$ cat src/hdl/ucjk_pkg.sv
`default_nettype none

package ucjk_pkg;

    localparam int unsigned ByteW    = 8;
    localparam int unsigned PointW   = 21;
    localparam int unsigned PartialW = 15;
    localparam int unsigned PendingW = 2;

    // Decoder state carried from one byte to the next.
    typedef struct packed {
        logic [PendingW-1:0] bytes_pending;
        logic [PartialW-1:0] partial_point;
        logic                cjk_flag;
    } ucjk_state_t;

    // One result item.
    typedef struct packed {
        logic              point_done;
        logic [PointW-1:0] code_point;
        logic              point_is_cjk;
        logic              seen_cjk;
        logic              end_of_name;
    } ucjk_result_t;

    function automatic logic ucjk_is_cjk(input logic [PointW-1:0] cp);
        return cp inside {[21'h01100:21'h011FF], [21'h03040:21'h030FF],
                          [21'h03400:21'h04DBF], [21'h04E00:21'h09FFF],
                          [21'h0AC00:21'h0D7AF], [21'h0F900:21'h0FAFF],
                          [21'h20000:21'h2FA1F]};
    endfunction

endpackage

`default_nettype wire

$ cat src/hdl/ucjk_in_if.sv
`default_nettype none

interface ucjk_in_if;
    logic       valid;
    logic       ready;
    logic [7:0] byte_in;
    logic       last_byte;

    modport source (output valid, output byte_in, output last_byte, input ready);
    modport sink   (input valid, input byte_in, input last_byte, output ready);
endinterface

`default_nettype wire

$ cat src/hdl/ucjk_out_if.sv
`default_nettype none

interface ucjk_out_if;
    logic        valid;
    logic        ready;
    logic        point_done;
    logic [20:0] code_point;
    logic        point_is_cjk;
    logic        seen_cjk;
    logic        end_of_name;

    modport source (output valid, output point_done, output code_point,
                    output point_is_cjk, output seen_cjk, output end_of_name,
                    input ready);
    modport sink   (input valid, input point_done, input code_point,
                    input point_is_cjk, input seen_cjk, input end_of_name,
                    output ready);
endinterface

`default_nettype wire

$ cat src/hdl/ucjk_decode.sv
`default_nettype none

module ucjk_decode (
    input  wire logic [7:0]           byte_in,
    input  wire logic                 last_byte,
    input  wire ucjk_pkg::ucjk_state_t  state,
    output      ucjk_pkg::ucjk_state_t  state_next,
    output      ucjk_pkg::ucjk_result_t result
);
    import ucjk_pkg::*;

    logic              is_cont;
    logic              done;
    logic [PointW-1:0] cp;
    logic              cp_cjk;
    logic              flag;

    assign is_cont = (state.bytes_pending != '0) && (byte_in[7:6] == 2'b10);

    always_comb
    begin
        state_next.bytes_pending = '0;
        state_next.partial_point = '0;
        done                     = 1'b0;
        cp                       = '0;
        if (is_cont)
        begin
            if (state.bytes_pending == 2'd1)
            begin
                cp   = {state.partial_point, byte_in[5:0]};
                done = 1'b1;
            end
            else
            begin
                state_next.partial_point = {state.partial_point[PartialW-7:0], byte_in[5:0]};
                state_next.bytes_pending = state.bytes_pending - 2'd1;
            end
        end
        else
        begin
            // Any open sequence is dropped and this byte starts fresh.
            if (byte_in[7] == 1'b0)
            begin
                cp   = {13'd0, byte_in};
                done = 1'b1;
            end
            else if (byte_in[7:5] == 3'b110)
            begin
                state_next.partial_point = {10'd0, byte_in[4:0]};
                state_next.bytes_pending = 2'd1;
            end
            else if (byte_in[7:4] == 4'b1110)
            begin
                state_next.partial_point = {11'd0, byte_in[3:0]};
                state_next.bytes_pending = 2'd2;
            end
            else if (byte_in[7:3] == 5'b11110)
            begin
                state_next.partial_point = {12'd0, byte_in[2:0]};
                state_next.bytes_pending = 2'd3;
            end
        end

        cp_cjk = done && ucjk_is_cjk(cp);
        flag   = state.cjk_flag | cp_cjk;

        result.point_done   = done;
        result.code_point   = cp;
        result.point_is_cjk = cp_cjk;
        result.seen_cjk     = flag;
        result.end_of_name  = last_byte;

        state_next.cjk_flag = flag;
        if (last_byte)
        begin
            state_next = '0;
        end
    end

endmodule

`default_nettype wire

$ cat src/hdl/utf8_cjk_letter_detector.sv
`default_nettype none

// Decodes a name given one byte per transfer as UTF-8 (one to four bytes per
// code point) and gives exactly one result per byte: whether the byte
// completed a code point, the code point, whether it is a CJK letter, and a
// sticky flag for any CJK letter so far in the name. A byte with last_byte
// set ends the name and clears all decoder state. The block takes one byte
// every cycle while the output is not stalled; a byte passes an input
// register and then a result register before its result is offered. The
// two registers let a new byte be taken while a result waits.
module utf8_cjk_letter_detector (
    input wire logic   clk,
    input wire logic   rst_n,
    ucjk_in_if.sink    in_ch,
    ucjk_out_if.source out_ch
);
    import ucjk_pkg::*;

    logic               in_valid_reg;
    logic [ByteW-1:0]   byte_reg;
    logic               last_reg;
    logic               res_valid_reg;
    ucjk_result_t       res_reg;
    ucjk_result_t       res_next;
    ucjk_state_t        state_reg;
    ucjk_state_t        state_next;
    logic               advance;
    logic               move;

    assign advance     = !res_valid_reg || out_ch.ready;
    assign move        = in_valid_reg && advance;
    assign in_ch.ready = !in_valid_reg || advance;

    ucjk_decode u_decode (
        .byte_in    (byte_reg),
        .last_byte  (last_reg),
        .state      (state_reg),
        .state_next (state_next),
        .result     (res_next)
    );

    always_ff @(posedge clk or negedge rst_n)
    begin
        if (!rst_n)
        begin
            in_valid_reg  <= 1'b0;
            res_valid_reg <= 1'b0;
            state_reg     <= '0;
        end
        else
        begin
            if (in_ch.ready)
            begin
                in_valid_reg <= in_ch.valid;
            end
            if (advance)
            begin
                res_valid_reg <= in_valid_reg;
            end
            if (move)
            begin
                state_reg <= state_next;
            end
        end
    end

    always_ff @(posedge clk)
    begin
        if (in_ch.valid && in_ch.ready)
        begin
            byte_reg <= in_ch.byte_in;
            last_reg <= in_ch.last_byte;
        end
        if (move)
        begin
            res_reg <= res_next;
        end
    end

    assign out_ch.valid        = res_valid_reg;
    assign out_ch.point_done   = res_reg.point_done;
    assign out_ch.code_point   = res_reg.code_point;
    assign out_ch.point_is_cjk = res_reg.point_is_cjk;
    assign out_ch.seen_cjk     = res_reg.seen_cjk;
    assign out_ch.end_of_name  = res_reg.end_of_name;

endmodule

`default_nettype wire

$ cat src/flat_wrapper.sv
// flat-port wrapper written by rule: the top's interface ports become plain ports
module utf8_cjk_letter_detector_flat import ucjk_pkg::*;
  (clk, rst_n, in_ch_valid, in_ch_byte_in, in_ch_last_byte, in_ch_ready, out_ch_valid, out_ch_point_done, out_ch_code_point, out_ch_point_is_cjk, out_ch_seen_cjk, out_ch_end_of_name, out_ch_ready);
  ucjk_in_if in_ch_i ();
  ucjk_out_if out_ch_i ();
  input wire logic clk;
  input wire logic rst_n;
  input wire logic [$bits(in_ch_i.valid)-1:0] in_ch_valid;
  input wire logic [$bits(in_ch_i.byte_in)-1:0] in_ch_byte_in;
  input wire logic [$bits(in_ch_i.last_byte)-1:0] in_ch_last_byte;
  output wire logic [$bits(in_ch_i.ready)-1:0] in_ch_ready;
  output wire logic [$bits(out_ch_i.valid)-1:0] out_ch_valid;
  output wire logic [$bits(out_ch_i.point_done)-1:0] out_ch_point_done;
  output wire logic [$bits(out_ch_i.code_point)-1:0] out_ch_code_point;
  output wire logic [$bits(out_ch_i.point_is_cjk)-1:0] out_ch_point_is_cjk;
  output wire logic [$bits(out_ch_i.seen_cjk)-1:0] out_ch_seen_cjk;
  output wire logic [$bits(out_ch_i.end_of_name)-1:0] out_ch_end_of_name;
  input wire logic [$bits(out_ch_i.ready)-1:0] out_ch_ready;
  assign in_ch_i.valid = in_ch_valid;
  assign in_ch_i.byte_in = in_ch_byte_in;
  assign in_ch_i.last_byte = in_ch_last_byte;
  assign in_ch_ready = in_ch_i.ready;
  assign out_ch_valid = out_ch_i.valid;
  assign out_ch_point_done = out_ch_i.point_done;
  assign out_ch_code_point = out_ch_i.code_point;
  assign out_ch_point_is_cjk = out_ch_i.point_is_cjk;
  assign out_ch_seen_cjk = out_ch_i.seen_cjk;
  assign out_ch_end_of_name = out_ch_i.end_of_name;
  assign out_ch_i.ready = out_ch_ready;
  utf8_cjk_letter_detector u_core (.clk(clk), .rst_n(rst_n), .in_ch(in_ch_i), .out_ch(out_ch_i));
endmodule
$ cat config.mk
export PLATFORM = sky130hd
export DESIGN_NAME = utf8_cjk_letter_detector_flat
export DESIGN_NICKNAME = d
export VERILOG_FILES = /design/src/hdl/ucjk_pkg.sv /design/src/hdl/ucjk_in_if.sv /design/src/hdl/ucjk_out_if.sv /design/src/hdl/ucjk_decode.sv /design/src/hdl/utf8_cjk_letter_detector.sv /design/src/flat_wrapper.sv
export SDC_FILE = /design/constraint.sdc
export NUM_CORES = 1
export LEC_CHECK = 0
export BUFFER_PORTS_ARGS = -buffer_cell sky130_fd_sc_hd__clkbuf_2
export CORE_ASPECT_RATIO = 0.8
export CORE_MARGIN = 2
export CORE_UTILIZATION = 55
export DETAILED_ROUTE_END_ITERATION = 7
export PLACE_DENSITY = 0.89
export SLEW_MARGIN = 5
export SYNTH_ARGS = -nofsm -noshare
export SYNTH_HDL_FRONTEND = slang
export SYNTH_SLANG_ARGS = --single-unit
$ cat constraint.sdc
create_clock -name clk -period 3.53 [get_ports clk]
set_input_delay 1.059 -clock clk [delete_from_list [all_inputs] [get_ports clk]]
set_output_delay 1.059 -clock clk [all_outputs]
set_load 0.01 [all_outputs]
Yosys cells after proc, flatten, opt, wreduce, memory -nomap -nowiden
Cells that the tools add are included.

word-level totals
  register bits after elaboration = 54
  bits of input ports = 13
  output and inout bits = 27
  word-level logic and storage cells = 63

cells by class
  add/subtract/negate cells = 1
  magnitude comparators = 14
  eq/ne operators = 5
  mux-type cells = 13
  bitwise logic cells = 1
  reductions and logical operators = 17

operators by type and width
  operator                                                                               number
  17-bit 2-to-1 mux                                                                      6
  21-bit by 16-bit <= comparator with 1-bit output, second input constant                3
  21-bit by 14-bit greater-or-equal comparator with 1-bit output, second input constant  2
  21-bit by 16-bit greater-or-equal comparator with 1-bit output, second input constant  2
  21-bit 2-to-1 mux                                                                      2
  21-bit by 13-bit greater-or-equal comparator with 1-bit output, second input constant  1
  21-bit by 15-bit greater-or-equal comparator with 1-bit output, second input constant  1
  21-bit by 18-bit greater-or-equal comparator with 1-bit output, second input constant  1
  21-bit by 13-bit <= comparator with 1-bit output, second input constant                1
  21-bit by 14-bit <= comparator with 1-bit output, second input constant                1
  21-bit by 15-bit <= comparator with 1-bit output, second input constant                1
  21-bit by 18-bit <= comparator with 1-bit output, second input constant                1
  18-bit 2-to-1 mux                                                                      1
  1-bit logical AND                                                                      11
  7-bit 2-to-1 mux                                                                       1
  7-bit nonzero test                                                                     1
  5-bit == test, second input constant                                                   1
  4-bit == test, second input constant                                                   1
  3-bit == test, second input constant                                                   1
  1-bit 2-to-1 mux                                                                       3
  2-bit by 1-bit == test with 1-bit output, second input constant                        1
  2-bit == test, second input constant                                                   1
  1-bit zero test                                                                        2
  1-bit logical OR                                                                       2
  3 further kinds                                                                        3

Longest topological paths before layout
  depth after elaboration = 9
  mapped depth = 9
  mapped depth without buffers = 9

By module
Synthesis repeated with hierarchy kept, for this count alone.

unflattened totals
  cell total of the unflattened synthesis = 222
  area total of the unflattened synthesis = 2740.1 um^2

modules (own cells, without submodules)
  module                    instances  cells each  area an instance (um^2)
  utf8_cjk_letter_detector  1          80          1834.3
  ucjk_decode               1          142         905.9

Worst setup path after synthesis
OpenSTA, ideal clock, no wires.

  path type = input to output
  from = in out_ch_ready
  to = out in_ch_ready
  arrival time = 1268 ps
  path slack = 1203 ps
  stages = 1
  path buffers = 0
  path through = nand3b_1

between the ends
  word-level cells in the longest chain between the ends = 2

ends and longest elaborated chain
  what              line                            RTL
  start, declared   flat_wrapper.sv:18              input wire logic [$bits(out_ch_i.ready)-1:0] out_ch_ready;
  1-bit logical OR  utf8_cjk_letter_detector.sv:30  assign advance = !res_valid_reg || out_ch.ready;
  1-bit logical OR  utf8_cjk_letter_detector.sv:32  assign in_ch.ready = !in_valid_reg || advance;
  end, declared     flat_wrapper.sv:11              output wire logic [$bits(in_ch_i.ready)-1:0] in_ch_ready;

Every way passes these cells.

==> impl_metrics.yaml <==
setup_path:
  r2r_start: "u_core.state_reg[16]"
  crit_path_start: "u_core.state_reg[16]"
  reg2regPathDepth: 9
  arrival_ps: 2600
  critPathLaunchType: "flop"
  reg2reg_slack_ps: 1000
  crit_required_ps: 3600
  r2r-end: "u_core.out_ch.seen_cjk"
  cp_max_fo: 16
  path_class: "reg2reg"
  crit_path_end_kind: "flop"
hold_path:
  hp-class: "reg2reg"
  min-delay-start: "u_core.in_valid_reg"
  hold-path-endpoint: "u_core.out_ch.valid"
  min_path_cells: 1
logic_synthesis:
  synth_largest_area_cell: "edfxtp_1"
  async_reset_ff_frac: 0.3704
  synth_fp_nets: 214
  seq_area_frac_synth: 0.6053
  syn_area_um2: 2514
  yosys.area.top_type_share: 0.4062
  synth_flop_cell: "edfxtp_1"
  yosysWarnings: 0
  syn_inst: 199
  ys_seq_elements: 54
  ys_types: 58
  postSynthAreaPerCell_um2: 12.63
  synth_edf_count: 34
  synth_area_leaders: "edfxtp_1, dfrtp_1, and2_1"
finish:
  nFillCells: 319
  finalNetCount: 251
  layout_commonest_cell: "clkbuf_2"
  drive_gt1_frac: 0.2700
  syn_to_final_growth_pct: 10.90
  diodes: 0
  largest_reg_flops: 21
  mostFrequentLayoutCells: "clkbuf_2, edfxtp_1, dfrtp_1"
sta:
  hold_violations: 0
  period_minus_slack_ps: 2533
  skew_ps: 7.270
  fmax_ghz: 0.3947
  tightestPinTransition_ps: 824.1
  min_period_over_period: 0.7177
  rsz0062_at_grt: "no"
  max_slew_margin: 0.4460
  finalSetupViolCount: 0
  fin_setup_tns_ps: 0
  slew_violations: 0
  hold_slack_ps: 494.9
route:
  viasPerCell: 6.306
  postRouteWirelength_um: 5076
  drt_pass1_iterations: 5
  drc_errors: 0
  routedWlPerCell_um: 17.27
  vias: 1854
  ant_nets: 0
  first_iter_violations: 321
pwr:
  p_leak_nw: 1.153
  power_mw: 1.191
  combPwrFrac: 0.101
  p_sw_uw: 295.1
  power_frac_seq: 0.624
  pwr-share-clk: 0.276
  powerDensity_nw_per_um2: 427.2
  switching_share: 0.2478
  irDropWorstVdd_mv: 0.2452
  p_int_uw: 895.9
clock_tree:
  numCtsBuffers: 5
  tritoncts: "built"
  cts_max_level: 2
  post_cts_buffers: 0
  cts_resized: 0
  cts_root_buffer: "clkbuf_8"
  path_clk_slew_ps: 90
  clockBufferDepth: 2
  ctsHoldBuffers: 0
  clk_latency_ps: 310
  clock-sinks: 54
grt:
  antenna_found_initial: 0
  grt_max_degree: 30
  grt_pass1_wl_um: 8328
  overflow: 0
  track_usage: 0.2178
  grt_pass1_vias: 1691
floorplan:
  die_x_um: 79.59
  start_util: 0.5869
  die_area_um2: 5130
  pin_count: 40
  num_rows: 21
  core-area_um2: 4283
  fp.dieH_um: 64.47
place:
  portBuffers: 39
  hpwl_um: 3419
  gp_congestion: 0.8766
status:
  status: "finished, final reports clean"
flow_run:
  drv_cap: 0
stage by stage:
stage	worst slack [ps]	instances	instance area, um2	util
2_1_floorplan	1203	199	2514	-
3_3_place_gp	1010	286	2706	0.6319
3_5_place_dp	915.7	286	2706	0.6319
4_1_cts	1006	294	2788	0.6509
5_1_grt	791.1	294	2788	0.6509
6_report	996.6	294	2788	0.6509
power groups by stage:
stage               combinational [mW]  clock (mW)  sequential, mW
CTS                              0.120       0.333           0.742
floorplan                       0.0732           0           0.754
finish                           0.120       0.328           0.743
global route                     0.133       0.365           0.747
detailed placement               0.119           0           0.756
global placement                 0.115           0           0.754
cell usage after synthesis (2+ instances only):
cell type	number
nand2b_1	4
buf_6	3
a31oi_1	5
and3_2	2
nor3_1	7
clkbuf_1	2
a21oi_1	4
ha_1	2
nand4_1	3
o2111ai_1	2
nand2_1	11
a22o_1	11
o21ai_1	5
inv_1	7
edfxtp_1	34
xnor2_1	2
nand3_1	5
and2_1	16
nor2_1	12
and2_2	2
dfrtp_1	20
o41ai_1	2
o21ai_0	3
area by class of cell:
class	count	area (um2)	area share
well taps	57	71.32	0.02558
clock inverters	2	8.758	0.003142
clock buffers	6	72.57	0.02603
multi-input cells	127	880.8	0.3160
repair buffers	40	202.7	0.07271
flip-flops and latches	54	1521	0.5458
inverters	8	30.03	0.01077
cells by family after synthesis:
kind of cell / after synthesis / share of synthesized area
compound gates: 46 / 0.1463
simple gates: 77 / 0.1872
buf+inv: 18 / 0.04430
xor+xnor: 2 / 0.006970
fa+ha+maj: 2 / 0.009954
flops: 54 / 0.6053
metal layers:
| layer | track usage | routed length [um] |
|---|---|---|
| met5 | 0 | 0 |
| met4 | 0.08836 | 118 |
| met3 | 0.06685 | 599 |
| met2 | 0.3172 | 2314 |
| met1 | 0.3067 | 2044 |
worst max-delay path by stage:
stage                             end  slack [ps]  depth (start not counted)
5_1_grt        u_core.out_ch.seen_cjk         790                          9
3_3_place_gp     u_core.state_reg[13]        1010                          5
3_5_place_dp     u_core.state_reg[10]         920                          6
2_1_floorplan             in_ch_ready        1200                          1
6_report       u_core.out_ch.seen_cjk        1000                          9
4_1_cts                   in_ch_ready        1010                          3
critical path, stage by stage (launching register included):
cell and delay (ps):
dfrtp_1 390, inv_1 80, ha_1 250, and4bb_4 480, nand4_1 150, o21ai_1 180, nand3_1 100, a311oi_2 320
o211ai_2 120, or2_1 220
Note: power is estimated with default switching activity, not from simulation.
